### src/rtl/fau_pkg.sv
// Shared types, codes and constants for the USB audio feature unit.
// Used by the RTL modules, the checker and the testbench; depends on nothing.
package fau_pkg;

  localparam int unsigned SmpW     = 16;
  localparam int unsigned GainW    = 16;
  localparam int unsigned RespLenW = 2;
  localparam int unsigned RespValW = 24;
  localparam int unsigned EvtW     = 2;
  localparam int unsigned CfgIdxW  = 2;
  localparam int unsigned CfgDataW = 16;
  localparam int unsigned ChanW    = 2;

  // Item operations.
  typedef enum logic [1:0] {
    OP_REQUEST = 2'd0,
    OP_SPEAKER = 2'd1,
    OP_MIC     = 2'd2,
    OP_NONE    = 2'd3
  } op_e;

  // Register indexes on the configuration port.
  typedef enum logic [CfgIdxW-1:0] {
    REG_SPK_CHANNELS = 2'd0,
    REG_MIC_CHANNELS = 2'd1,
    REG_MAX_VOLUME   = 2'd2
  } cfg_idx_e;

  // Class request codes, request type byte in the upper half.
  localparam logic [15:0] REQ_SET_CUR    = 16'h2101;
  localparam logic [15:0] REQ_SET_IDLE   = 16'h210A;
  localparam logic [15:0] REQ_GET_CUR    = 16'hA181;
  localparam logic [15:0] REQ_GET_MIN    = 16'hA182;
  localparam logic [15:0] REQ_GET_MAX    = 16'hA183;
  localparam logic [15:0] REQ_GET_RES    = 16'hA184;
  localparam logic [15:0] REQ_SET_CUR_EP = 16'h2201;
  localparam logic [15:0] REQ_GET_CUR_EP = 16'hA281;

  // Entities, control selectors, the left channel and the mic endpoint.
  localparam logic [7:0] ENT_SPK_FU   = 8'd2;
  localparam logic [7:0] ENT_MIC_FU   = 8'd5;
  localparam logic [7:0] ENT_SELECTOR = 8'd6;
  localparam logic [7:0] SEL_MUTE     = 8'd1;
  localparam logic [7:0] SEL_VOLUME   = 8'd2;
  localparam logic [7:0] CH_LEFT      = 8'd1;
  localparam logic [7:0] EP_MIC       = 8'h84;

  // Speaker mute event codes.
  localparam logic [EvtW-1:0] EVT_NONE     = 2'd0;
  localparam logic [EvtW-1:0] EVT_MUTE_ON  = 2'd1;
  localparam logic [EvtW-1:0] EVT_MUTE_OFF = 2'd2;

  // Queue between front and back.
  localparam int unsigned QDepth = 4;
  localparam int unsigned QPtrW  = $clog2(QDepth);
  localparam int unsigned QCntW  = QPtrW + 1;

  // Output buffer in the back part.
  localparam int unsigned ObufDepth = 2;
  localparam int unsigned ObufPtrW  = $clog2(ObufDepth);
  localparam int unsigned ObufCntW  = ObufPtrW + 1;

  // Q12 gain arithmetic.
  localparam int unsigned ProdW     = SmpW + GainW + 1;
  localparam int unsigned RndW      = ProdW + 1;
  localparam int unsigned GainShift = 12;
  localparam int unsigned QW        = RndW - GainShift;
  localparam int          RoundAdd  = 2048;

  // Classified work handed from the front to the back.
  typedef struct packed {
    logic [RespLenW-1:0]    resp_len;
    logic [RespValW-1:0]    resp_val;
    logic [EvtW-1:0]        mute_evt;
    logic                   smp_valid;
    logic signed [SmpW-1:0] smp_l;
    logic signed [SmpW-1:0] smp_r;
    logic [GainW-1:0]       gain_l;
    logic [GainW-1:0]       gain_r;
  } fau_entry_t;

  // One finished result.
  typedef struct packed {
    logic [RespLenW-1:0]    resp_len;
    logic [RespValW-1:0]    resp_val;
    logic [EvtW-1:0]        mute_evt;
    logic                   smp_valid;
    logic signed [SmpW-1:0] out_l;
    logic signed [SmpW-1:0] out_r;
  } fau_result_t;

endpackage

### src/rtl/fau_queue.sv
// Short queue of work entries between the front and the back.
// Depends on fau_pkg for the entry type and depth.
module fau_queue (
  input  logic                clk_i,
  input  logic                rst_ni,
  input  logic                wr_en_i,
  input  fau_pkg::fau_entry_t wdata_i,
  input  logic                rd_en_i,
  output fau_pkg::fau_entry_t rdata_o,
  output logic                full_o,
  output logic                empty_o
);
  import fau_pkg::*;

  fau_entry_t       mem_q [QDepth];
  logic [QPtrW-1:0] wr_ptr_q, rd_ptr_q;
  logic [QCntW-1:0] cnt_q;
  logic             do_wr, do_rd;

  assign full_o  = (cnt_q == QCntW'(QDepth));
  assign empty_o = (cnt_q == '0);
  assign do_wr   = wr_en_i && !full_o;
  assign do_rd   = rd_en_i && !empty_o;
  assign rdata_o = mem_q[rd_ptr_q];

  always_ff @(posedge clk_i) begin
    if (do_wr) begin
      mem_q[wr_ptr_q] <= wdata_i;
    end
  end

  always_ff @(posedge clk_i or negedge rst_ni) begin
    if (!rst_ni) begin
      wr_ptr_q <= '0;
      rd_ptr_q <= '0;
      cnt_q    <= '0;
    end else begin
      if (do_wr) begin
        wr_ptr_q <= wr_ptr_q + QPtrW'(1);
      end
      if (do_rd) begin
        rd_ptr_q <= rd_ptr_q + QPtrW'(1);
      end
      cnt_q <= cnt_q + QCntW'(do_wr) - QCntW'(do_rd);
    end
  end

endmodule

### config.mk
export PLATFORM = sky130hd
export DESIGN_NAME = fau_queue
export DESIGN_NICKNAME = d
export VERILOG_FILES = /design/src/rtl/fau_pkg.sv /design/src/rtl/fau_queue.sv
export SDC_FILE = /design/constraint.sdc
export NUM_CORES = 1
export LEC_CHECK = 0
export BUFFER_PORTS_ARGS = -buffer_cell sky130_fd_sc_hd__buf_4
export CAP_MARGIN = 5
export CORE_MARGIN = 2
export CORE_UTILIZATION = 45
export CTS_BUF_LIST = sky130_fd_sc_hd__clkbuf_8
export CTS_CLUSTER_SIZE = 28
export DETAILED_ROUTE_END_ITERATION = 10
export PLACE_DENSITY = 0.68
export SLEW_MARGIN = 10
export SYNTH_ARGS = -nofsm -noshare
export SYNTH_HDL_FRONTEND = slang
export SYNTH_SLANG_ARGS = --single-unit
### constraint.sdc
create_clock -name clk_i -period 5.1 [get_ports clk_i]
set_clock_uncertainty 0.05 [all_clocks]
set_input_delay 1.02 -clock clk_i [delete_from_list [all_inputs] [get_ports clk_i]]
set_output_delay 1.02 -clock clk_i [all_outputs]
set_load 0.01 [all_outputs]
Word level (Yosys, flattened, before mapping)
Memories as Yosys holds them, arrays and structs flattened.
Cells that the tools add are included.
{"block": "word_totals", "register_bits": 7, "mem_bits_rw": 372, "input_bits": 97, "output_inout_bits": 95, "word_cells": 16, "mem_count": 1}
{"name": "mem_q", "depth": 4, "word_bits": 93, "rd": 1, "rd_ports_with_merged_regs": 0, "write_ports": 1, "line": "fau_queue.sv:15", "source": "fau_entry_t mem_q [QDepth];"}
{"block": "op_classes", "n_addsub": 4, "eq_ne": 1, "muxes": 2, "reduce_logical": 5}
{"op": "$add 2x1->2 const B", "count": 2}
{"op": "$add 3x1->3", "count": 1}
{"op": "$eq 3x3->1 const B", "count": 1}
{"op": "$logic_not 3->1", "count": 1}
{"op": "$sub 3x1->3", "count": 1}
{"op": "$logic_and 1x1->1", "count": 2}
{"op": "$logic_not 1->1", "count": 2}
{"op": "$mux 1", "count": 2}

Depth between registers and ports, before layout
{"block": "logic_depth", "depth_word": 5, "ltp_mapped": 8, "mapped_depth_nobuf": 8}

Least setup slack after synthesis
No wires, ideal clock.
{"block": "synth_timing", "kind": "input -> register", "start": "input port wr_en_i", "end": "memory mem_q[0][0] (netlist bit), enable pin", "arrival_ns": 3.237, "required_time_ns": 4.587, "slack_ns": 1.350, "stages": 1, "n_path_buf": 0, "path_cell_list": "and3b_1"}
{"block": "synth_via", "elab_chain_len": 3}
{"item": "start, declared", "line": "fau_queue.sv:6", "source": "input logic wr_en_i,"}
{"item": "$logic_and 1x1->1", "line": "fau_queue.sv:22", "source": "assign do_wr = wr_en_i && !full_o;"}
{"item": "$mux 1", "line": "fau_queue.sv:27", "source": "if (do_wr) begin"}
{"item": "$mux 1 (implied by the code)", "line": "fau_queue.sv:28", "source": "mem_q[wr_ptr_q] <= wdata_i;"}
{"item": "end, declared", "line": "fau_queue.sv:15"}
No other way between the ends.

==> Implementation_results.wiki <==
{| class="wikitable"
! Metric !! Value
|-
| Remaining antenna violation count after routing || 0
|-
| Required time of the worst setup path || 4.03 ns
|-
| First-pass GRT wire length || 39.9 mm
|-
| Library cell used as clock root buffer || sky130_fd_sc_hd__clkbuf_8
|-
| Num ports || 192
|-
| Register clock-pin slew on the reported worst setup and hold paths || 0.06 ns
|-
| Pins Over Slew Limit || 0
|-
| Mean instance size in the synthesized netlist || 26.4 um2
|-
| Layout overhead on the synthesized area || 20.5%
|-
| Count of unique library cells instantiated by Yosys || 23
|-
| Setup slack of the critical path after layout || 1.30 ns
|-
| Pre-CTS setup slack || 1.82 ns
|-
| Clk pwr share || 0.226
|-
| Dominant cell type by count on the critical path || sky130_fd_sc_hd__buf_4
|-
| Overall Global Routing Usage || 0.160
|-
| Worst-path fanout max || 70
|-
| Sequential fraction of the synthesis area || 0.814
|-
| Avg Vias per Cell || 5.24
|-
| Total number of vias || 6277
|-
| Internal power summed over all cells || 6760 uW
|-
| Category of the worst setup path launch point || flip-flop
|-
| Htree depth || 2
|-
| Switch Pwr || 2730 uW
|-
| Pwr Density || 565 nW/um2
|-
| Clock period minus final worst setup slack || 3.80 ns
|-
| Largest net degree at the start of global routing || 71
|-
| DRC || 0
|-
| Die Span Y || 180 um
|-
| Endpoint class of the critical path || output pin
|-
| Post-DR wirelength/cell || 21.4 um
|-
| Latest clock arrival within the worst-skew pair || 0.56 ns
|-
| GRT Residual Overflow || 0
|-
| Count of input and output buffers || 191
|-
| Count of synthesis-stage warnings from yosys || 0
|-
| Number of nets at the end of the flow || 869
|-
| Worst path bufs/invs || 2
|-
| Maxcap violations || 0
|-
| Outcome || finished, final reports clean
|-
| Total of flip-flops plus latches after synthesis || 379
|-
| Synth Net Count || 631
|-
| Worst relative slew slack || 0.274
|-
| Path type of the worst min-delay path || in -> async
|-
| Number of resized instances in the post-cts repair step || 0
|-
| Number of clock buffers inserted by TritonCTS || 58
|-
| Post-synth top area share || 0.802
|-
| Switching share of total power || 0.288
|-
| Total half-perimeter wirelength after legalization and detailed placement || 15.4 mm
|-
| Tightest Pin Transition || 1.09 ns
|-
| Count of mapped cells out of synthesis || 527
|-
| Hold_buf cts || 0
|-
| Drt first-iter violations || 386
|-
| TritonCTS clock tree || done
|-
| Final instance count without filler cells || 1199
|-
| Fraction of layout cells with a size suffix above 1 || 0.453
|-
| Max Fclk || 263 MHz
|-
| Area of the die || 32400 um2
|-
| Portion of the clock cycle consumed by the worst path in the final layout || 0.745
|-
| Via count of the first global-routing pass || 7030
|-
| # rows || 64
|-
| Number of failing setup endpoints in the final timing report || 0
|-
| Setup Total Neg Slack || 0 ns
|-
| Max VDD drop || 0.336 mV
|-
| Setup repair after global routing missed its margin || no
|-
| Leakage || 0.00577 uW
|-
| Critical-path cell with the highest stage delay || sky130_fd_sc_hd__dfrtp_4
|-
| Std-Cell Core Area || 30500 um2
|-
| Crit path largest cell delay || 1.15 ns
|-
| Initial antenna violation count || 1
|-
| Initial standard-cell utilization of the core || 0.457
|-
| Top cell family by delay on the critical path || flip-flops
|-
| Dominant cells by area after synthesis || sky130_fd_sc_hd__edfxtp_1, sky130_fd_sc_hd__mux4_2, sky130_fd_sc_hd__dfrtp_1
|-
| Sequential cell fraction of total power || 0.470
|-
| Total wire length after detailed routing || 25.7 mm
|-
| Ordered cell list for the critical path || buf_4, mux4_2, buf_4
|-
| Count of buffers added by post-CTS timing repair for setup || 0
|-
| Die span in x || 180 um
|-
| Buffers from clock root to sink, at most || 3
|-
| Gpl congestion || 0.682
|-
| Cell taking the most area after synthesis || sky130_fd_sc_hd__edfxtp_1
|-
| Combinational Power Share || 0.304
|-
| Cell area after synthesis || 13900 um2
|-
| Hold violation total from the final report || 0
|-
| Total power of the final layout || 9490 uW
|-
| Total iterations of the first detailed-routing run || 4
|-
| Placed Instances || 1101
|-
| Critical setup path kind || reg -> out
|-
| Arrival time at the worst endpoint || 2.73 ns
|-
| Clock sinks || 379
|}
-- cell type report --
class	instances	area (um2)
diodes	1	2.50
clock buffers	59	812
clock inverters	38	176
fillers	2262	13700
inverters	6	22.5
multi-input cells	121	2370
flip-flops and latches	379	11400
well taps	396	495
repair buffers	199	1560
-- cells by family (layout without fill, tap and decap cells) --
| group | count (synthesis) | after routing | share of synthesized area |
|---|---|---|---|
| DFF | 379 | 379 | 0.814 |
| muxes | 93 | 93 | 0.150 |
| buffers and inverters | 27 | 302 | 0.0162 |
| and+or+nand+nor | 13 | 13 | 0.00745 |
| adders and majority gates | 7 | 7 | 0.00683 |
| AOI/OAI and AO/OA | 4 | 4 | 0.00225 |
| xor gates and xnor gates | 4 | 4 | 0.00251 |
| other | 0 | 1 | 0 |
-- per-layer routing --
layer / global-route usage / vias to the layer above / share of wire
met4: 0.0465 / 0 / 0.016
met5: 0 / - / 0
met3: 0.0460 / 44 / 0.065
met2: 0.270 / 189 / 0.51
met1: 0.204 / 3292 / 0.41
li1: - / 2752 / -
-- power by group through the flow --
stage,Sequential [uW],Clock (uW),Combinational (uW)
2_1_floorplan,4310,0,1920
3_3_place_gp,4490,0,2910
3_5_place_dp,4540,0,2950
4_1_cts,4480,2220,2960
5_1_grt,4530,2360,3080
6_report,4460,2150,2880
-- sequential cells by signal, summed over array words and instances, names as in the netlist --
register	cells
cnt_q	3
rd_ptr_q	2
mem_q	372
wr_ptr_q	2
-- synthesized netlist by cell type (all sizes together) --
cell type  number
and3b           4
buf            20
clkbuf          1
dfrtp           7
edfxtp        372
fa              1
ha              6
inv             6
mux4           93
nand2           1
nand2b          4
nand4bb         2
nor3            1
nor3b           1
o211ai          2
o311ai          1
o31ai           1
xnor2           4
-- per-stage QoR --
| step | area [um2] | utilization | hold slack (ns) |
|---|---|---|---|
| 6_report | 16800 | 0.550 | 0.213 |
| 5_1_grt | 16800 | 0.550 | 0.174 |
| 4_1_cts | 16800 | 0.550 | 0.173 |
| 3_5_place_dp | 15800 | 0.518 | 0.542 |
| 3_3_place_gp | 15800 | 0.518 | 0.520 |
| 2_1_floorplan | 13900 | - | 0.493 |
-- path summary, 6_finish.rpt --
kind	slack [ns]	cells after the start	end	from
worst min-delay path	0.21	1	cnt_q[1]	rst_ni
worst max register to register	2.69	3	mem_q[0][85]	cnt_q[2]
worst min register to register	0.56	2	wr_ptr_q[1]	wr_ptr_q[1]
max in group asynchronous	4.65	1	rd_ptr_q[0]	rst_ni
min in group clk_i	0.56	2	wr_ptr_q[1]	wr_ptr_q[1]
worst max-delay path	1.30	3	rdata_o[37]	rd_ptr_q[1]
-- worst register-to-register path, cell delays in order (launching register included) --
cell                      delay [ns]
sky130_fd_sc_hd__dfrtp_1        0.45
sky130_fd_sc_hd__nor3b_2        0.24
sky130_fd_sc_hd__and3b_4        0.87
sky130_fd_sc_hd__buf_12         0.44
-- cell usage in the layout, fill, tap and decap left out --
cell                         netlist  routed
sky130_fd_sc_hd__mux4_2           93      93
sky130_fd_sc_hd__nand4bb_1         2       2
sky130_fd_sc_hd__nand2_1           1       1
sky130_fd_sc_hd__inv_1             6      27
sky130_fd_sc_hd__clkinv_2          0       3
sky130_fd_sc_hd__bufinv_16         0       1
sky130_fd_sc_hd__and3b_4           0       4
sky130_fd_sc_hd__edfxtp_1        372     372
sky130_fd_sc_hd__clkinvlp_4        0       1
sky130_fd_sc_hd__buf_4             4     194
sky130_fd_sc_hd__o31ai_1           1       1
sky130_fd_sc_hd__dfrtp_4           0       2
sky130_fd_sc_hd__fa_1              1       1
sky130_fd_sc_hd__xnor2_1           4       4
sky130_fd_sc_hd__clkinv_1          0      12
sky130_fd_sc_hd__buf_12            5       5
sky130_fd_sc_hd__diode_2           0       1
sky130_fd_sc_hd__o211ai_1          2       2
sky130_fd_sc_hd__nor3b_2           1       1
sky130_fd_sc_hd__clkbuf_8          0      59
sky130_fd_sc_hd__ha_1              6       6
sky130_fd_sc_hd__nand2b_1          4       4
sky130_fd_sc_hd__dfrtp_1           7       5
sky130_fd_sc_hd__o311ai_0          1       1
sky130_fd_sc_hd__nor3_1            1       1
Power figures use the tool's default switching activity.
