===== config.mk =====
export PLATFORM = sky130hd
export DESIGN_NAME = fau_back
export DESIGN_NICKNAME = d
export VERILOG_FILES = /design/src/rtl/fau_pkg.sv /design/src/rtl/fau_back.sv
export SDC_FILE = /design/constraint.sdc
export NUM_CORES = 1
export LEC_CHECK = 0
export ABC_AREA = 0
export BUFFER_PORTS_ARGS = -buffer_cell sky130_fd_sc_hd__buf_2
export CORE_UTILIZATION = 35
export CTS_CLUSTER_SIZE = 30
export DETAILED_ROUTE_END_ITERATION = 12
export GPL_TIMING_DRIVEN = 1
export PLACE_DENSITY_LB_ADDON = 0.05
export SLEW_MARGIN = 20
export SYNTH_ARGS = -nofsm -noshare
export SYNTH_HDL_FRONTEND = slang
export SYNTH_SLANG_ARGS = --single-unit
export TNS_END_PERCENT = 50

===== constraint.sdc =====
create_clock -name clk_i -period 6.6 [get_ports clk_i]
set_input_delay 0.33 -clock clk_i [delete_from_list [all_inputs] [get_ports clk_i]]
set_output_delay 0.33 -clock clk_i [all_outputs]
set_load 0.02 [all_outputs]

===== src/rtl/fau_pkg.sv =====
// Shared types, codes and constants for the USB audio feature unit.
// Used by the RTL modules, the checker and the testbench; depends on nothing.
package fau_pkg;

  localparam int unsigned SmpW     = 16;
  localparam int unsigned GainW    = 16;
  localparam int unsigned RespLenW = 2;
  localparam int unsigned RespValW = 24;
  localparam int unsigned EvtW     = 2;
  localparam int unsigned CfgIdxW  = 2;
  localparam int unsigned CfgDataW = 16;
  localparam int unsigned ChanW    = 2;

  // Item operations.
  typedef enum logic [1:0] {
    OP_REQUEST = 2'd0,
    OP_SPEAKER = 2'd1,
    OP_MIC     = 2'd2,
    OP_NONE    = 2'd3
  } op_e;

  // Register indexes on the configuration port.
  typedef enum logic [CfgIdxW-1:0] {
    REG_SPK_CHANNELS = 2'd0,
    REG_MIC_CHANNELS = 2'd1,
    REG_MAX_VOLUME   = 2'd2
  } cfg_idx_e;

  // Class request codes, request type byte in the upper half.
  localparam logic [15:0] REQ_SET_CUR    = 16'h2101;
  localparam logic [15:0] REQ_SET_IDLE   = 16'h210A;
  localparam logic [15:0] REQ_GET_CUR    = 16'hA181;
  localparam logic [15:0] REQ_GET_MIN    = 16'hA182;
  localparam logic [15:0] REQ_GET_MAX    = 16'hA183;
  localparam logic [15:0] REQ_GET_RES    = 16'hA184;
  localparam logic [15:0] REQ_SET_CUR_EP = 16'h2201;
  localparam logic [15:0] REQ_GET_CUR_EP = 16'hA281;

  // Entities, control selectors, the left channel and the mic endpoint.
  localparam logic [7:0] ENT_SPK_FU   = 8'd2;
  localparam logic [7:0] ENT_MIC_FU   = 8'd5;
  localparam logic [7:0] ENT_SELECTOR = 8'd6;
  localparam logic [7:0] SEL_MUTE     = 8'd1;
  localparam logic [7:0] SEL_VOLUME   = 8'd2;
  localparam logic [7:0] CH_LEFT      = 8'd1;
  localparam logic [7:0] EP_MIC       = 8'h84;

  // Speaker mute event codes.
  localparam logic [EvtW-1:0] EVT_NONE     = 2'd0;
  localparam logic [EvtW-1:0] EVT_MUTE_ON  = 2'd1;
  localparam logic [EvtW-1:0] EVT_MUTE_OFF = 2'd2;

  // Queue between front and back.
  localparam int unsigned QDepth = 4;
  localparam int unsigned QPtrW  = $clog2(QDepth);
  localparam int unsigned QCntW  = QPtrW + 1;

  // Output buffer in the back part.
  localparam int unsigned ObufDepth = 2;
  localparam int unsigned ObufPtrW  = $clog2(ObufDepth);
  localparam int unsigned ObufCntW  = ObufPtrW + 1;

  // Q12 gain arithmetic.
  localparam int unsigned ProdW     = SmpW + GainW + 1;
  localparam int unsigned RndW      = ProdW + 1;
  localparam int unsigned GainShift = 12;
  localparam int unsigned QW        = RndW - GainShift;
  localparam int          RoundAdd  = 2048;

  // Classified work handed from the front to the back.
  typedef struct packed {
    logic [RespLenW-1:0]    resp_len;
    logic [RespValW-1:0]    resp_val;
    logic [EvtW-1:0]        mute_evt;
    logic                   smp_valid;
    logic signed [SmpW-1:0] smp_l;
    logic signed [SmpW-1:0] smp_r;
    logic [GainW-1:0]       gain_l;
    logic [GainW-1:0]       gain_r;
  } fau_entry_t;

  // One finished result.
  typedef struct packed {
    logic [RespLenW-1:0]    resp_len;
    logic [RespValW-1:0]    resp_val;
    logic [EvtW-1:0]        mute_evt;
    logic                   smp_valid;
    logic signed [SmpW-1:0] out_l;
    logic signed [SmpW-1:0] out_r;
  } fau_result_t;

endpackage


===== src/rtl/fau_back.sv =====
// Back part: per-channel Q12 multiply, rounding and saturation, and the result buffer.
// Depends on fau_pkg for entry, result types and arithmetic widths.
module fau_back (
  input  logic                 clk_i,
  input  logic                 rst_ni,
  input  logic                 q_empty_i,
  input  fau_pkg::fau_entry_t  q_data_i,
  output logic                 q_pop_o,
  input  logic                 pop_i,
  output logic                 empty_o,
  output fau_pkg::fau_result_t result_o
);
  import fau_pkg::*;

  typedef struct packed {
    logic [RespLenW-1:0]     resp_len;
    logic [RespValW-1:0]     resp_val;
    logic [EvtW-1:0]         mute_evt;
    logic                    smp_valid;
    logic signed [ProdW-1:0] prod_l;
    logic signed [ProdW-1:0] prod_r;
  } stage_t;

  localparam logic signed [SmpW-1:0] SmpMax = {1'b0, {(SmpW-1){1'b1}}};
  localparam logic signed [SmpW-1:0] SmpMin = {1'b1, {(SmpW-1){1'b0}}};

  // Adds the rounding constant, floors by the Q12 shift and clips to 16 bits.
  function automatic logic signed [SmpW-1:0] round_sat(input logic signed [ProdW-1:0] p);
    logic signed [RndW-1:0] r;
    logic signed [QW-1:0]   q;
    r = RndW'(p) + RndW'(RoundAdd);
    q = r[RndW-1:GainShift];
    if (q > QW'(SmpMax)) begin
      return SmpMax;
    end else if (q < QW'(SmpMin)) begin
      return SmpMin;
    end
    return q[SmpW-1:0];
  endfunction

  stage_t              s1_q, s1_d;
  logic                s1_v_q;
  fau_result_t         obuf_q [ObufDepth];
  fau_result_t         res_d;
  logic [ObufPtrW-1:0] wr_ptr_q, rd_ptr_q;
  logic [ObufCntW-1:0] cnt_q;
  logic                obuf_room, s1_adv, q_pop, obuf_rd;

  assign obuf_room = (cnt_q != ObufCntW'(ObufDepth));
  assign s1_adv    = s1_v_q && obuf_room;
  assign q_pop     = !q_empty_i && (!s1_v_q || obuf_room);
  assign obuf_rd   = pop_i && !empty_o;
  assign q_pop_o   = q_pop;
  assign empty_o   = (cnt_q == '0);
  assign result_o  = obuf_q[rd_ptr_q];

  always_comb begin
    s1_d.resp_len  = q_data_i.resp_len;
    s1_d.resp_val  = q_data_i.resp_val;
    s1_d.mute_evt  = q_data_i.mute_evt;
    s1_d.smp_valid = q_data_i.smp_valid;
    s1_d.prod_l    = ProdW'($signed(q_data_i.smp_l))
                   * ProdW'($signed({1'b0, q_data_i.gain_l}));
    s1_d.prod_r    = ProdW'($signed(q_data_i.smp_r))
                   * ProdW'($signed({1'b0, q_data_i.gain_r}));
  end

  always_comb begin
    res_d.resp_len  = s1_q.resp_len;
    res_d.resp_val  = s1_q.resp_val;
    res_d.mute_evt  = s1_q.mute_evt;
    res_d.smp_valid = s1_q.smp_valid;
    res_d.out_l     = round_sat(s1_q.prod_l);
    res_d.out_r     = round_sat(s1_q.prod_r);
  end

  always_ff @(posedge clk_i) begin
    if (q_pop) begin
      s1_q <= s1_d;
    end
    if (s1_adv) begin
      obuf_q[wr_ptr_q] <= res_d;
    end
  end

  always_ff @(posedge clk_i or negedge rst_ni) begin
    if (!rst_ni) begin
      s1_v_q   <= 1'b0;
      wr_ptr_q <= '0;
      rd_ptr_q <= '0;
      cnt_q    <= '0;
    end else begin
      if (q_pop) begin
        s1_v_q <= 1'b1;
      end else if (s1_adv) begin
        s1_v_q <= 1'b0;
      end
      if (s1_adv) begin
        wr_ptr_q <= wr_ptr_q + ObufPtrW'(1);
      end
      if (obuf_rd) begin
        rd_ptr_q <= rd_ptr_q + ObufPtrW'(1);
      end
      cnt_q <= cnt_q + ObufCntW'(s1_adv) - ObufCntW'(obuf_rd);
    end
  end

endmodule


=== After elaboration in Yosys (flattened, before gate mapping) ===
Memories as Yosys holds them, arrays and structs flattened.
Cells that the tools add are included.

* Output and inout bits: 63
* Logic and storage cells: 47
* Bits of input ports: 97
* Bits in writable memories: 122
* Register bits: 100
* Memories kept: 1

{| class="wikitable"
|+ Memory list
! memory !! depth !! bits a word !! rd ports !! clocked after memory_dff !! wr ports !! line !! source
|-
| obuf_q || 2 || 61 || 1 || 0 || 1 || fau_back.sv:43 || <nowiki>fau_result_t obuf_q [ObufDepth];</nowiki>
|}

* Magnitude comparators: 4
* Equal/unequal tests: 1
* Multipliers: 2
* $add $sub $neg: 6
* Muxes and demuxes: 14
* Reductions and logical operators: 9

{| class="wikitable"
|+ Operators with widths
! cell !! number
|-
| $mux 16 || 6
|-
| $add 33x13->34 const B || 2
|-
| $mul 16x17->33 || 2
|-
| $gt 22x16->1 const B || 2
|-
| $lt 22x16->1 const B || 2
|-
| $mux 1 || 8
|-
| $logic_and 1x1->1 || 3
|-
| $logic_not 1->1 || 3
|-
| $add 1x1->1 const B || 2
|-
| $add 2x1->2 || 1
|-
| $logic_not 2->1 || 1
|-
| $ne 2x2->1 const B || 1
|-
| $reduce_bool 2->1 || 1
|-
| $sub 2x1->2 || 1
|-
| $logic_or 1x1->1 || 1
|}

=== Depth between registers and ports, before layout ===
* Depth after elaboration: 5
* Depth in mapped cells: 23
* Mapped depth without buffers: 22

=== Worst setup path before layout ===
Ideal clock, no wire load.

* Path type: input to register
* Start point: input q_data_i[55] (netlist bit)
* End point: register s1_q[62] (netlist bit) (data pin)
* Path buffers: 1
* Arrival time: 5.709 ns
* Data required time: 6.341 ns
* Slack: 0.633 ns
* Library setup time: 0.259 ns
* Cell stages on the path: 23
* Path through: clkbuf_1 nand2_1 fa_1 inv_1 fa_1 inv_1 fa_1 inv_1 fa_1 fa_1 inv_1 fa_1 inv_1 ha_1 nand2_1 o21ai_0 a2111oi_1 a21oi_2 o211ai_1 nand2_1 a21o_1 a21o_1 xor2_1

{| class="wikitable"
|+ RTL lines
! element !! line !! source
|-
| start, declared || fau_back.sv:7 || <nowiki>input fau_pkg::fau_entry_t q_data_i,</nowiki>
|-
| end signal, assigned || fau_back.sv:79 || <nowiki>s1_q <= s1_d;</nowiki>
|-
| end, declared || fau_back.sv:41 || <nowiki>stage_t s1_q, s1_d;</nowiki>
|}

==> results by stage <==
Outcome:
- The flow ran to the end, and the final reports show no timing, DRC or antenna violations.

Placed design:
- The half-perimeter wire length of the detailed placement result is 47.73 mm.
- Input and output buffers added on the ports amount to 159.
- The final weighted congestion of routability-driven global placement is 0.8209.

Setup path:
- The launch point of the worst path is q_data_i[9].
- STA classifies the critical path endpoint as a flip-flop.
- The worst path required time is 6780 ps.
- The type of the worst setup path is in2reg.
- STA classifies the critical path startpoint as an input port.
- The startpoint identified for the worst register-to-register timing path is s1_q[16].
- The largest fanout on the critical path is 16.
- At the worst endpoint, the arrival time is 6360 ps.

Finish:
- The library cells used most frequently in the layout, excluding fill and tap cells, are sky130_fd_sc_hd__inv_1, sky130_fd_sc_hd__fa_1, sky130_fd_sc_hd__nand2_1.
- The layout has 6870 filler cells.
- The ratio of cells with drive above 1 in the final layout is 0.1239.
- The count of inserted antenna diode cells is 0.
- The commonest non-fill, non-tap cell in the layout is sky130_fd_sc_hd__inv_1.
- The area growth from synthesis to layout is 10.62%.
- The combined flip-flop and latch cell area is 0.005982 mm^2.
- In the final layout, the multi-input gates occupy 0.01633 mm^2.
- The final design utilization is 0.3921.
- For this run, the post-layout net count is 3182.

Yosys:
- In the post-synthesis netlist, the biggest area contributors are sky130_fd_sc_hd__fa_1, sky130_fd_sc_hd__edfxtp_1, sky130_fd_sc_hd__ha_1.
- For this run, the register share of the synthesized area comes to 0.2456.
- The synthesized design contains 200 register bits.
- The share of flip-flops with an asynchronous set or reset after synthesis is 0.02500.
- The net count after synthesis is 3042.
- Synthesis produced 2317 cells.
- Among all flip-flop cells after synthesis, the most frequent one is sky130_fd_sc_hd__edfxtp_1.
- The largest area contributor in the synthesized netlist is sky130_fd_sc_hd__fa_1.
- The per-instance average area after synthesis is 10.51 um^2.
- The synthesized netlist occupies a cell area of 0.02435 mm^2.
- Yosys printed 0 warnings.
- The top cell type's share of synthesized area is 0.3173.
- The count of flip-flops with a built-in enable after synthesis is 195.
- In this run, distinct cell masters in the synthesized netlist total 57.

Routing:
- The remaining antenna violation count after routing is 0.
- The first TritonRoute pass finished after 5 iterations.
- In this run, the number of DRC markers left after iteration 0 of detailed routing was 720.
- Across all layers, the routed design uses 15869 vias.
- In the routed layout, each cell is associated on average with a via count of 4.666.
- The total length of routed wires is 59.26 mm.
- The total DRC errors in the routed layout is 0.
- The wire length per cell is 17.42 um.

STA:
- Setup repair after global routing left no endpoint under its margin.
- The clock period could shrink to 6185 ps.
- The worst hold margin is 75.20 ps.
- In the finished design, the share of the clock period the worst path needs comes to 0.9371.
- Headroom to the max-slew limit came out at 0.3776.
- The clock skew is 10.87 ps.
- The final-report max-slew violation count came to 0.
- The final number of setup-violating endpoints is 0.
- At the pin with the least slew margin, the transition time is 931.6 ps.
- The final hold violation count is 0.
- The fmax is 161.7 MHz.
- Setup total negative slack on the finished layout was measured at 0 ps.

CTS:
- The CTS buffer count is 17.
- The TritonCTS clock tree is done.
- The tree is rooted in a sky130_fd_sc_hd__clkbuf_16.
- In this run the deepest clock path goes through 2 buffers.
- The clock latency on the worst-skew pair is 430 ps.
- Buffers inserted to repair hold after CTS numbered 1.
- Once the clock tree was built, the setup fixing pass inserted 0 buffers.
- The H-tree depth is 4.
- The number of sinks driven by the clock tree is 200.
- The number of gates given a new drive strength after cts is 0.
- The clock transition at the registers of the reported paths is 80 ps.

Min path:
- In this run the most critical hold path is launched from q_data_i[66].
- The kind of path behind the tightest hold check is in2reg.

Global route:
- The number of antenna violations at the first check in global routing is 0.
- The leftover overflow at the end of global routing is 0.
- In the global route stage, overall resource usage came out at 0.1719.
- Entering global routing, the biggest net connects 53 pins.
- The wire length of the first global-routing pass is 94.67 mm.
- The number of global-route vias before repair is 16933.

Floorplanning:
- The floorplan step defined a die boundary enclosing 0.07064 mm^2.
- The initialized floorplan defines 96 standard-cell rows.
- The die height is 265.8 um.
- The starting density of the core is 0.3544.
- The region available for standard cell placement spans 0.06871 mm^2.
- In this run the count of I/O pins placed on the die edge is 160.
- The floorplan step set the die width to 265.8 um.

Power:
- The worst-case vdd ir drop is 0.3916 mV.
- Dividing total power by cell area gives a power density of 530.1 mW/mm^2.
- Summing internal, switching and leakage power gives 0.01428 W.
- Summed over all cells, the static leakage comes to 12.73 nW.

Job:
- The total of max-cap violations is 0.
state kept, by name, summed over array words and instances, names as in the netlist:
name / flops
wr_ptr_q: 1
rd_ptr_q: 1
obuf_q: 122
res_d: 29
cnt_q: 2
s1_q: 44
s1_v_q: 1
per-layer routing:
layer	vias to the layer above	global-route usage	wire, um
met5	-	0	0
met4	0	0.03402	879
met3	54	0.01673	1828
met2	236	0.2798	27300
met1	8081	0.2487	29250
li1	7498	-	-
critical path, stage by stage:
cell and delay, ps:
sky130_fd_sc_hd__buf_2 380, sky130_fd_sc_hd__nand2_1 150, sky130_fd_sc_hd__fa_1 510, sky130_fd_sc_hd__fa_1 500, sky130_fd_sc_hd__fa_1 560, sky130_fd_sc_hd__inv_1 60, sky130_fd_sc_hd__fa_1 500, sky130_fd_sc_hd__fa_1 500
sky130_fd_sc_hd__inv_1 50, sky130_fd_sc_hd__fa_1 480, sky130_fd_sc_hd__inv_1 40, sky130_fd_sc_hd__ha_1 320, sky130_fd_sc_hd__and3_1 190, sky130_fd_sc_hd__and3_1 180, sky130_fd_sc_hd__a2bb2oi_1 390, sky130_fd_sc_hd__a21oi_1 140
sky130_fd_sc_hd__buf_4 170, sky130_fd_sc_hd__o21ai_1 160, sky130_fd_sc_hd__a31oi_1 180, sky130_fd_sc_hd__a41o_1 310, sky130_fd_sc_hd__a21oi_1 180, sky130_fd_sc_hd__xnor2_1 80
cell usage after synthesis (2+ instances only):
cell type and n:
sky130_fd_sc_hd__nand4_1 10, sky130_fd_sc_hd__nand2b_1 15, sky130_fd_sc_hd__xor2_1 38, sky130_fd_sc_hd__o31a_1 2
sky130_fd_sc_hd__clkbuf_1 73, sky130_fd_sc_hd__buf_2 3, sky130_fd_sc_hd__o21a_1 8, sky130_fd_sc_hd__ha_1 242
sky130_fd_sc_hd__nor4_1 3, sky130_fd_sc_hd__nand3_1 24, sky130_fd_sc_hd__a31oi_1 4, sky130_fd_sc_hd__xnor2_1 35
sky130_fd_sc_hd__nor2_1 54, sky130_fd_sc_hd__dfrtp_1 5, sky130_fd_sc_hd__o211ai_1 3, sky130_fd_sc_hd__mux2_2 62
sky130_fd_sc_hd__a21oi_2 2, sky130_fd_sc_hd__and3_1 16, sky130_fd_sc_hd__fa_1 386, sky130_fd_sc_hd__o21ai_2 2
sky130_fd_sc_hd__o21ai_0 50, sky130_fd_sc_hd__o21ai_1 5, sky130_fd_sc_hd__or3_1 2, sky130_fd_sc_hd__nor3_1 7
sky130_fd_sc_hd__a21oi_1 33, sky130_fd_sc_hd__a211oi_1 3, sky130_fd_sc_hd__edfxtp_1 195, sky130_fd_sc_hd__nor2b_1 2
sky130_fd_sc_hd__inv_1 471, sky130_fd_sc_hd__a21o_1 15, sky130_fd_sc_hd__nand2_1 277, sky130_fd_sc_hd__and4_1 7
sky130_fd_sc_hd__and2_1 237, sky130_fd_sc_hd__a21boi_0 2, sky130_fd_sc_hd__o21bai_1 2
stage by stage:
| stage | area, um^2 | setup slack, ps | std cells |
|---|---|---|---|
| global route | 26940 | 176.6 | 3401 |
| detailed placement | 26320 | 15.31 | 3368 |
| floorplan | 24350 | 633.0 | 2317 |
| CTS | 26940 | 422.3 | 3401 |
| finish | 26940 | 415.1 | 3401 |
| global placement | 26320 | -17.35 | 3368 |
where the power goes:
group          internal [W]  switching, W
logic               0.00450       0.00603
clock network      0.000577      0.000496
registers           0.00246      0.000212
total               0.00754       0.00674
final cells by class:
type / instances / share of cell area
clock inverters: 15 / 0.006735
well taps: 931 / 0.04324
repair buffers: 198 / 0.04050
inverters: 471 / 0.06563
flip-flops and latches: 200 / 0.2221
clock buffers: 17 / 0.01579
multi-input cells: 1569 / 0.6060
logic make-up after synthesis:
kind of cell	Yosys count	synth area share
mux	62	0.02867
flops	200	0.2456
xor+xnor	73	0.02625
buf+inv	548	0.08462
fa+ha+maj	628	0.4417
simple gates	659	0.1350
compound gates	147	0.03823
path summary, 6_finish.rpt:
kind / endpoint / slack [ps] / cells past startpoint
max: s1_q[32] / 420 / 22
min: res_d[34] / 80 / 1
max reg2reg: obuf_q[1][13] / 3530 / 9
min reg2reg: obuf_q[1][51] / 450 / 0
max in group asynchronous: rd_ptr_q / 6180 / 2
min in group asynchronous: cnt_q[1] / 270 / 2
No activity file was read; power rests on OpenSTA's default activity.
