[src/rtl/fau_pkg.sv]
// Shared types, codes and constants for the USB audio feature unit.
// Used by the RTL modules, the checker and the testbench; depends on nothing.
package fau_pkg;

  localparam int unsigned SmpW     = 16;
  localparam int unsigned GainW    = 16;
  localparam int unsigned RespLenW = 2;
  localparam int unsigned RespValW = 24;
  localparam int unsigned EvtW     = 2;
  localparam int unsigned CfgIdxW  = 2;
  localparam int unsigned CfgDataW = 16;
  localparam int unsigned ChanW    = 2;

  // Item operations.
  typedef enum logic [1:0] {
    OP_REQUEST = 2'd0,
    OP_SPEAKER = 2'd1,
    OP_MIC     = 2'd2,
    OP_NONE    = 2'd3
  } op_e;

  // Register indexes on the configuration port.
  typedef enum logic [CfgIdxW-1:0] {
    REG_SPK_CHANNELS = 2'd0,
    REG_MIC_CHANNELS = 2'd1,
    REG_MAX_VOLUME   = 2'd2
  } cfg_idx_e;

  // Class request codes, request type byte in the upper half.
  localparam logic [15:0] REQ_SET_CUR    = 16'h2101;
  localparam logic [15:0] REQ_SET_IDLE   = 16'h210A;
  localparam logic [15:0] REQ_GET_CUR    = 16'hA181;
  localparam logic [15:0] REQ_GET_MIN    = 16'hA182;
  localparam logic [15:0] REQ_GET_MAX    = 16'hA183;
  localparam logic [15:0] REQ_GET_RES    = 16'hA184;
  localparam logic [15:0] REQ_SET_CUR_EP = 16'h2201;
  localparam logic [15:0] REQ_GET_CUR_EP = 16'hA281;

  // Entities, control selectors, the left channel and the mic endpoint.
  localparam logic [7:0] ENT_SPK_FU   = 8'd2;
  localparam logic [7:0] ENT_MIC_FU   = 8'd5;
  localparam logic [7:0] ENT_SELECTOR = 8'd6;
  localparam logic [7:0] SEL_MUTE     = 8'd1;
  localparam logic [7:0] SEL_VOLUME   = 8'd2;
  localparam logic [7:0] CH_LEFT      = 8'd1;
  localparam logic [7:0] EP_MIC       = 8'h84;

  // Speaker mute event codes.
  localparam logic [EvtW-1:0] EVT_NONE     = 2'd0;
  localparam logic [EvtW-1:0] EVT_MUTE_ON  = 2'd1;
  localparam logic [EvtW-1:0] EVT_MUTE_OFF = 2'd2;

  // Queue between front and back.
  localparam int unsigned QDepth = 4;
  localparam int unsigned QPtrW  = $clog2(QDepth);
  localparam int unsigned QCntW  = QPtrW + 1;

  // Output buffer in the back part.
  localparam int unsigned ObufDepth = 2;
  localparam int unsigned ObufPtrW  = $clog2(ObufDepth);
  localparam int unsigned ObufCntW  = ObufPtrW + 1;

  // Q12 gain arithmetic.
  localparam int unsigned ProdW     = SmpW + GainW + 1;
  localparam int unsigned RndW      = ProdW + 1;
  localparam int unsigned GainShift = 12;
  localparam int unsigned QW        = RndW - GainShift;
  localparam int          RoundAdd  = 2048;

  // Classified work handed from the front to the back.
  typedef struct packed {
    logic [RespLenW-1:0]    resp_len;
    logic [RespValW-1:0]    resp_val;
    logic [EvtW-1:0]        mute_evt;
    logic                   smp_valid;
    logic signed [SmpW-1:0] smp_l;
    logic signed [SmpW-1:0] smp_r;
    logic [GainW-1:0]       gain_l;
    logic [GainW-1:0]       gain_r;
  } fau_entry_t;

  // One finished result.
  typedef struct packed {
    logic [RespLenW-1:0]    resp_len;
    logic [RespValW-1:0]    resp_val;
    logic [EvtW-1:0]        mute_evt;
    logic                   smp_valid;
    logic signed [SmpW-1:0] out_l;
    logic signed [SmpW-1:0] out_r;
  } fau_result_t;

endpackage

[src/rtl/fau_front.sv]
// Front part: configuration registers, control request decode and all unit state.
// Classifies each accepted item into a work entry. Depends on fau_pkg.
module fau_front (
  input  logic                           clk_i,
  input  logic                           rst_ni,
  input  logic                           cfg_we_i,
  input  logic [fau_pkg::CfgIdxW-1:0]    cfg_idx_i,
  input  logic [fau_pkg::CfgDataW-1:0]   cfg_wdata_i,
  input  logic                           accept_i,
  input  logic [1:0]                     operation_i,
  input  logic [15:0]                    request_code_i,
  input  logic [7:0]                     channel_number_i,
  input  logic [7:0]                     control_selector_i,
  input  logic [7:0]                     endpoint_address_i,
  input  logic [7:0]                     entity_id_i,
  input  logic [15:0]                    request_value_i,
  input  logic                           mode_running_i,
  input  logic                           packet_start_i,
  input  logic signed [fau_pkg::SmpW-1:0] sample_left_i,
  input  logic signed [fau_pkg::SmpW-1:0] sample_right_i,
  output fau_pkg::fau_entry_t            entry_o
);
  import fau_pkg::*;

  localparam logic [ChanW-1:0] CH_STEREO = 2'd2;
  localparam logic [GainW-1:0] GAIN_UNITY = 16'd4096;
  localparam logic [RespLenW-1:0] LEN_NONE = 2'd0;
  localparam logic [RespLenW-1:0] LEN_ONE  = 2'd1;
  localparam logic [RespLenW-1:0] LEN_TWO  = 2'd2;
  localparam logic [RespLenW-1:0] LEN_RATE = 2'd3;

  logic [ChanW-1:0] spk_ch_q, mic_ch_q;
  logic [15:0]      max_vol_q;
  logic [GainW-1:0] spk_gain_l_q, spk_gain_l_d, spk_gain_r_q, spk_gain_r_d;
  logic [GainW-1:0] mic_gain_l_q, mic_gain_l_d, mic_gain_r_q, mic_gain_r_d;
  logic [GainW-1:0] pkt_gain_l_q, pkt_gain_l_d, pkt_gain_r_q, pkt_gain_r_d;
  logic [7:0]       spk_mute_q, spk_mute_d, mic_mute_q, mic_mute_d;
  logic [15:0]      spk_rate_q, spk_rate_d, mic_rate_q, mic_rate_d;

  logic             is_mic_ep, is_left, is_spk_ent, is_mic_ent;
  logic             spk_mute_hit, mic_mute_hit, vol_hit, sel_hit;
  logic [GainW-1:0] cur_gain_l, cur_gain_r, mic_use_l, mic_use_r;
  fau_entry_t       entry;

  assign is_mic_ep    = (endpoint_address_i == EP_MIC);
  assign is_left      = (channel_number_i == CH_LEFT);
  assign is_spk_ent   = (entity_id_i == ENT_SPK_FU);
  assign is_mic_ent   = (entity_id_i == ENT_MIC_FU);
  assign spk_mute_hit = is_spk_ent && (control_selector_i == SEL_MUTE);
  assign mic_mute_hit = is_mic_ent && (control_selector_i == SEL_MUTE);
  assign vol_hit      = (is_spk_ent || is_mic_ent) && (control_selector_i == SEL_VOLUME);
  assign sel_hit      = (entity_id_i == ENT_SELECTOR);
  assign cur_gain_l   = is_spk_ent ? spk_gain_l_q : mic_gain_l_q;
  assign cur_gain_r   = is_spk_ent ? spk_gain_r_q : mic_gain_r_q;
  assign mic_use_l    = (mic_mute_q != 8'd0) ? '0 : mic_gain_l_q;
  assign mic_use_r    = (mic_mute_q != 8'd0) ? '0 : mic_gain_r_q;

  always_comb begin
    entry        = '0;
    spk_gain_l_d = spk_gain_l_q;
    spk_gain_r_d = spk_gain_r_q;
    mic_gain_l_d = mic_gain_l_q;
    mic_gain_r_d = mic_gain_r_q;
    pkt_gain_l_d = pkt_gain_l_q;
    pkt_gain_r_d = pkt_gain_r_q;
    spk_mute_d   = spk_mute_q;
    mic_mute_d   = mic_mute_q;
    spk_rate_d   = spk_rate_q;
    mic_rate_d   = mic_rate_q;
    unique case (op_e'(operation_i))
      OP_REQUEST: begin
        priority if (request_code_i == REQ_SET_CUR_EP) begin
          if (mode_running_i) begin
            if (is_mic_ep) begin
              mic_rate_d = request_value_i;
            end else begin
              spk_rate_d = request_value_i;
            end
          end
        end else if (request_code_i == REQ_GET_CUR_EP) begin
          entry.resp_len = LEN_RATE;
          entry.resp_val = RespValW'(is_mic_ep ? mic_rate_q : spk_rate_q);
        end else if (spk_mute_hit) begin
          if (request_code_i == REQ_GET_CUR) begin
            entry.resp_len = LEN_ONE;
            entry.resp_val = RespValW'(spk_mute_q);
          end else if (request_code_i == REQ_SET_CUR) begin
            spk_mute_d     = request_value_i[7:0];
            entry.mute_evt = (request_value_i[7:0] == 8'd1) ? EVT_MUTE_ON : EVT_MUTE_OFF;
          end
        end else if (mic_mute_hit) begin
          if (request_code_i == REQ_GET_CUR) begin
            entry.resp_len = LEN_ONE;
            entry.resp_val = RespValW'(mic_mute_q);
          end else if (request_code_i == REQ_SET_CUR) begin
            mic_mute_d = request_value_i[7:0];
          end
        end else if (vol_hit) begin
          priority if (request_code_i == REQ_GET_MIN) begin
            entry.resp_len = LEN_TWO;
          end else if (request_code_i == REQ_GET_MAX) begin
            entry.resp_len = LEN_TWO;
            entry.resp_val = RespValW'(max_vol_q);
          end else if (request_code_i == REQ_GET_RES) begin
            entry.resp_len = LEN_TWO;
            entry.resp_val = RespValW'(1);
          end else if (request_code_i == REQ_GET_CUR) begin
            entry.resp_len = LEN_TWO;
            entry.resp_val = RespValW'(is_left ? cur_gain_l : cur_gain_r);
          end else if (request_code_i == REQ_SET_CUR) begin
            if (is_spk_ent) begin
              if (is_left) begin
                spk_gain_l_d = request_value_i;
              end else begin
                spk_gain_r_d = request_value_i;
              end
            end else begin
              if (is_left) begin
                mic_gain_l_d = request_value_i;
              end else begin
                mic_gain_r_d = request_value_i;
              end
            end
          end else begin
            entry.resp_len = LEN_NONE;
          end
        end else if (sel_hit) begin
          if (request_code_i == REQ_GET_CUR) begin
            entry.resp_len = LEN_ONE;
            entry.resp_val = RespValW'(1);
          end
        end else begin
          // Anything not understood gets a single zero byte; an idle request gets nothing.
          if (request_code_i != REQ_SET_IDLE) begin
            entry.resp_len = LEN_ONE;
          end
        end
      end
      OP_SPEAKER: begin
        if (mode_running_i) begin
          if (packet_start_i) begin
            pkt_gain_l_d = spk_gain_l_q;
            pkt_gain_r_d = spk_gain_r_q;
            if (spk_mute_q != 8'd0) begin
              spk_gain_l_d = '0;
              spk_gain_r_d = '0;
            end
          end
          entry.smp_valid = 1'b1;
          entry.smp_l     = sample_left_i;
          if (spk_ch_q == CH_STEREO) begin
            entry.gain_l = pkt_gain_l_d;
            entry.smp_r  = sample_right_i;
            entry.gain_r = pkt_gain_r_d;
          end else begin
            entry.gain_l = pkt_gain_r_d;
          end
        end
      end
      OP_MIC: begin
        if (mode_running_i) begin
          entry.smp_valid = 1'b1;
          entry.smp_l     = sample_left_i;
          entry.gain_l    = mic_use_l;
          if (mic_ch_q == CH_STEREO) begin
            entry.smp_r  = sample_right_i;
            entry.gain_r = mic_use_r;
          end
        end
      end
      OP_NONE: begin
        entry = '0;
      end
    endcase
  end

  assign entry_o = entry;

  always_ff @(posedge clk_i or negedge rst_ni) begin
    if (!rst_ni) begin
      spk_ch_q     <= CH_STEREO;
      mic_ch_q     <= CH_STEREO;
      max_vol_q    <= GAIN_UNITY;
      spk_gain_l_q <= GAIN_UNITY;
      spk_gain_r_q <= GAIN_UNITY;
      mic_gain_l_q <= GAIN_UNITY;
      mic_gain_r_q <= GAIN_UNITY;
      pkt_gain_l_q <= '0;
      pkt_gain_r_q <= '0;
      spk_mute_q   <= '0;
      mic_mute_q   <= '0;
      spk_rate_q   <= '0;
      mic_rate_q   <= '0;
    end else begin
      if (cfg_we_i) begin
        unique case (cfg_idx_e'(cfg_idx_i))
          REG_SPK_CHANNELS: spk_ch_q  <= cfg_wdata_i[ChanW-1:0];
          REG_MIC_CHANNELS: mic_ch_q  <= cfg_wdata_i[ChanW-1:0];
          REG_MAX_VOLUME:   max_vol_q <= cfg_wdata_i;
          default: ;
        endcase
      end
      if (accept_i) begin
        spk_gain_l_q <= spk_gain_l_d;
        spk_gain_r_q <= spk_gain_r_d;
        mic_gain_l_q <= mic_gain_l_d;
        mic_gain_r_q <= mic_gain_r_d;
        pkt_gain_l_q <= pkt_gain_l_d;
        pkt_gain_r_q <= pkt_gain_r_d;
        spk_mute_q   <= spk_mute_d;
        mic_mute_q   <= mic_mute_d;
        spk_rate_q   <= spk_rate_d;
        mic_rate_q   <= mic_rate_d;
      end
    end
  end

endmodule

[config.mk]
export PLATFORM = sky130hd
export DESIGN_NAME = fau_front
export DESIGN_NICKNAME = d
export VERILOG_FILES = /design/src/rtl/fau_pkg.sv /design/src/rtl/fau_front.sv
export SDC_FILE = /design/constraint.sdc
export NUM_CORES = 1
export LEC_CHECK = 0
export BUFFER_PORTS_ARGS = -buffer_cell sky130_fd_sc_hd__buf_2
export CAP_MARGIN = 20
export CORE_UTILIZATION = 45
export DETAILED_ROUTE_END_ITERATION = 10
export PLACE_DENSITY = 0.77
export SLEW_MARGIN = 20
export SYNTH_ARGS = -nofsm -noshare
export SYNTH_HDL_FRONTEND = slang
export SYNTH_SLANG_ARGS = --single-unit
export TNS_END_PERCENT = 10
[constraint.sdc]
create_clock -name clk_i -period 2.9 [get_ports clk_i]
set_input_delay 0.29 -clock clk_i [delete_from_list [all_inputs] [get_ports clk_i]]
set_output_delay 0.29 -clock clk_i [all_outputs]
set_load 0.1 [all_outputs]
**Word-level counts from Yosys, hierarchy flattened**

Index checks and enable logic that the tools add are counted.

- Mux-type cells: 68
- Bitwise operators: 11
- Equal/unequal tests: 38
- Reduce and logical (&&, ||, !) cells: 21

Operators with widths:

| cell | number |
|---|---|
| $mux W16 | 41 |
| $mux W26 | 6 |
| $mux W65 | 2 |
| $pmux W65 S2 | 1 |
| $eq A16 B16 Y1 const B | 5 |
| $mux W25 | 3 |
| $pmux W16 S2 | 2 |
| $mux W28 | 2 |
| $mux W24 | 2 |
| $reduce_and A17 Y1 | 2 |
| $eq A16 B14 Y1 const B | 2 |
| $ne A2 B2 Y1 const B | 16 |
| $reduce_and A14 Y1 | 2 |
| $eq A8 B1 Y1 const B | 3 |
| $eq A8 B2 Y1 const B | 2 |
| $eq A8 B3 Y1 const B | 2 |
| $mux W2 | 8 |
| $ne A16 B14 Y1 const B | 1 |
| $reduce_bool A8 Y1 | 2 |
| $not A1 Y1 | 11 |
| $reduce_and A5 Y1 | 2 |
| $eq A2 B2 Y1 const B | 4 |
| $eq A8 B8 Y1 const B | 1 |
| $reduce_and A8 Y1 | 1 |
| other kinds (9) | 15 |

- Register bits: 164
- Output and inout port bits: 93
- Logic and storage cells: 151
- Input bits: 122

**Depth between registers and ports, before layout**

- Depth in word-level cells: 14
- Mapped depth: 9
- Depth with buffers taken out: 8

**Worst setup path after synthesis**

Ideal clock, no wire load.

- Kind: input-to-output
- From: input request_code_i[5]
- To: output entry_o[74] (netlist bit)
- Required time: 2.610 ns
- Arrival time: 4.260 ns
- Buffers on the path: 2
- Stages on the path: 8
- Path slack: -1.650 ns
- Path through: or4_1 nor3_1 and4_1 clkbuf_1 buf_2 a22o_1 a221oi_1 a211oi_1

RTL lines:

| what | RTL line | text |
|---|---|---|
| start: declaration | fau_front.sv:11 | `input logic [15:0] request_code_i,` |
| end: declaration | fau_front.sv:21 | `output fau_pkg::fau_entry_t entry_o` |

==> impl_metrics.json <==
{
  "status": "finished, violations left",
  "violations": "setup timing",
  "grt_max_degree": 61,
  "post-route-period-util_pct": 109,
  "crit_arrival_ns": 2.88,
  "leakage_uw": 0.00589,
  "finalNetCount": 1085,
  "area_delta_synth_final_pct": 45.2,
  "hold_violations": 0,
  "place.gp.congestion": 0.898,
  "syn_inst": 719,
  "tightest_slew_ns": 0.606,
  "power-per-cell-area_mw_per_mm2": 405,
  "grtUsageTotal_pct": 29.5,
  "holdWs_ns": 0.0915,
  "worstSetupPathType": "primary input to primary output",
  "hp-class": "primary input to flop",
  "final_common_cell": "mux2_2",
  "grt.overflow.total": 0,
  "dp_hpwl_mm": 20.3,
  "seq_area_frac_synth_pct": 46.6,
  "die_area_mm2": 0.0202,
  "numPortBuffers": 206,
  "synth.ff_latch_count": 164,
  "rsz0062_at_grt": "true",
  "finalWorstSetupSlack_ns": -0.274,
  "insertion_delay_ns": 0.43,
  "end_kind": "primary output",
  "ys.flop_type": "dfrtp_1",
  "clkSinkCount": 164,
  "fin_area_mm2": 0.0128,
  "yosysWarningCount": 0,
  "relSlewSlack_pct": 59.2,
  "final.setup_skew_ns": 0.00857,
  "cp_max_fo": 6,
  "syn_area_mm2": 0.00883,
  "cts_tree": "yes",
  "worstPathRequired_ns": 2.61,
  "ys_types": 57,
  "clock.fmax_mhz": 315,
  "pin_count": 215,
  "cts_root_buffer": "clkbuf_16",
  "max_cap_violations": 0,
  "initial_utilization_pct": 46.6,
  "synth.avg_cell_area_um2": 12.3,
  "chipWidth_um": 142,
  "vias_per_cell": 6.20,
  "wirelength_mm": 29.1,
  "antenna_found_initial": 1,
  "wl_per_cell_um": 23.6,
  "drt_iter0_drc": 704,
  "crit_path_start_kind": "primary input",
  "slew_viol_final": 0,
  "cts_buffers": 17,
  "period_needed_ns": 3.17,
  "place_area_mm2": 0.0119,
  "dr.pass1.iters": 5,
  "cts_buffer_depth": 2,
  "p_total_uw": 5200,
  "finish.utilization_pct": 67.6,
  "final_layout_size_suffix_gt1_share_pct": 55.8,
  "synth-async-reset-ratio_pct": 100,
  "synth_edf_count": 0,
  "setup_violations": 18,
  "grt_pass1_wl_mm": 44.3,
  "fp.coreArea_mm2": 0.0190,
  "vias": 7643,
  "path_clk_slew_ns": 0.06,
  "h-tree-depth": 4,
  "grt_pass1_vias": 7861,
  "num_rows": 50,
  "layout_common_cells": "mux2_2 (164), dfrtp_1 (157), buf_2 (119)",
  "drc": 0,
  "ir_worst_vdd_mv": 0.548,
  "ant_nets": 0,
  "tns_ns": -3.40,
  "fp.dieH_um": 142
}
[cells in the mapped netlist (11+ instances only)]
master / n / area, um2
a222oi_1: 16 / 160
a22o_1: 46 / 403
a22oi_1: 25 / 188
and2_1: 34 / 213
buf_2: 11 / 55.1
clkbuf_1: 31 / 116
dfrtp_1: 157 / 3930
mux2_2: 164 / 1850
mux2i_1: 16 / 160
mux4_2: 16 / 360
nand2_1: 12 / 45.0
nor2_1: 46 / 173
[final timing paths]
path / startpoint / endpoint / slack (ns) / depth (start not counted)
worst max-delay path: entity_id_i[5] / entry_o[74] / -0.27 / 10
worst min-delay path: cfg_wdata_i[9] / max_vol_q[9] / 0.09 / 2
min in group asynchronous: rst_ni / spk_gain_r_q[1] / 0.42 / 2
worst min register to register: pkt_gain_r_q[13] / pkt_gain_r_q[13] / 0.50 / 1
max in group asynchronous: rst_ni / mic_gain_l_q[12] / 1.67 / 3
worst max register to register: spk_mute_q[7] / spk_gain_r_q[14] / 0.97 / 6
[logic make-up (layout without fill, tap and decap cells)]
logic type	after synthesis	after routing	synth area share, %
AO/OA/AOI/OAI	133	133	12.3
XOR/XNOR	1	1	0.0993
adder cells (fa/ha/maj)	3	3	0.425
buffers and inverters	65	310	3.39
flip-flops	164	164	46.6
multiplexers	196	196	26.8
other	1	9	0.0425
AND/OR/NAND/NOR	156	157	10.3
[metrics by stage]
stage                     setup WS (ns)  std cells
final                            -0.274       1233
after global placement           -0.373       1195
after global routing             -0.321       1233
after CTS                        -0.194       1227
after floorplan                  -0.249        726
after detailed placement         -0.411       1195
[where the power goes]
| part | internal [uW] | leakage, uW | switching (uW) |
|---|---|---|---|
| combinational | 211 | 0.00338 | 393 |
| sequential | 2350 | 0.00223 | 43.2 |
| clock | 1300 | 0.000283 | 902 |
| total | 3860 | 0.00589 | 1340 |
[critical path, stage by stage]
cell	delay [ns]
buf_6	0.09
or4_4	0.54
or4_4	0.63
buf_6	0.17
mux4_2	0.31
a22o_1	0.21
a221oi_2	0.26
buf_4	0.16
a211oi_4	0.04
buf_12	0.18
[metal layers]
| layer | routed length (um) | part of all wire, % | global-route usage, % | up-vias |
|---|---|---|---|---|
| li1 | - | - | - | 3220 |
| met1 | 11000 | 38 | 36.8 | 3822 |
| met2 | 14100 | 48 | 47.8 | 507 |
| met3 | 2670 | 9.2 | 6.46 | 94 |
| met4 | 1300 | 4.5 | 16.1 | 0 |
| met5 | 0 | 0 | 0 | - |
[registers in the layout, indices dropped and copies added (netlist names)]
register,cells
max_vol_q,16
spk_gain_r_q,16
pkt_gain_l_q,16
mic_rate_q,16
pkt_gain_r_q,16
spk_rate_q,16
spk_mute_q,8
spk_ch_q,2
mic_gain_r_q,16
mic_mute_q,8
spk_gain_l_q,16
mic_ch_q,2
mic_gain_l_q,16
[repair_timing]
action	CTS	global route
pin swaps	1	6
hold buffers	1	0
gates resized for setup	52	19
cloned	0	1
setup endpoints to repair	18	18
buffers inserted	0	4
endpoints found under the hold margin	55	0
[final cells by class]
cell class,count,area [um2]
Inverter,8,30.0
Clock inverter,10,106
Clock buffer,21,460
Antenna cell,1,2.50
Multi-Input combinational cell,498,4820
Fill cell,1260,6140
Tap cell,260,325
Sequential cell,164,4110
Timing Repair Buffer,271,2960
(Power assumes the default switching activity.)
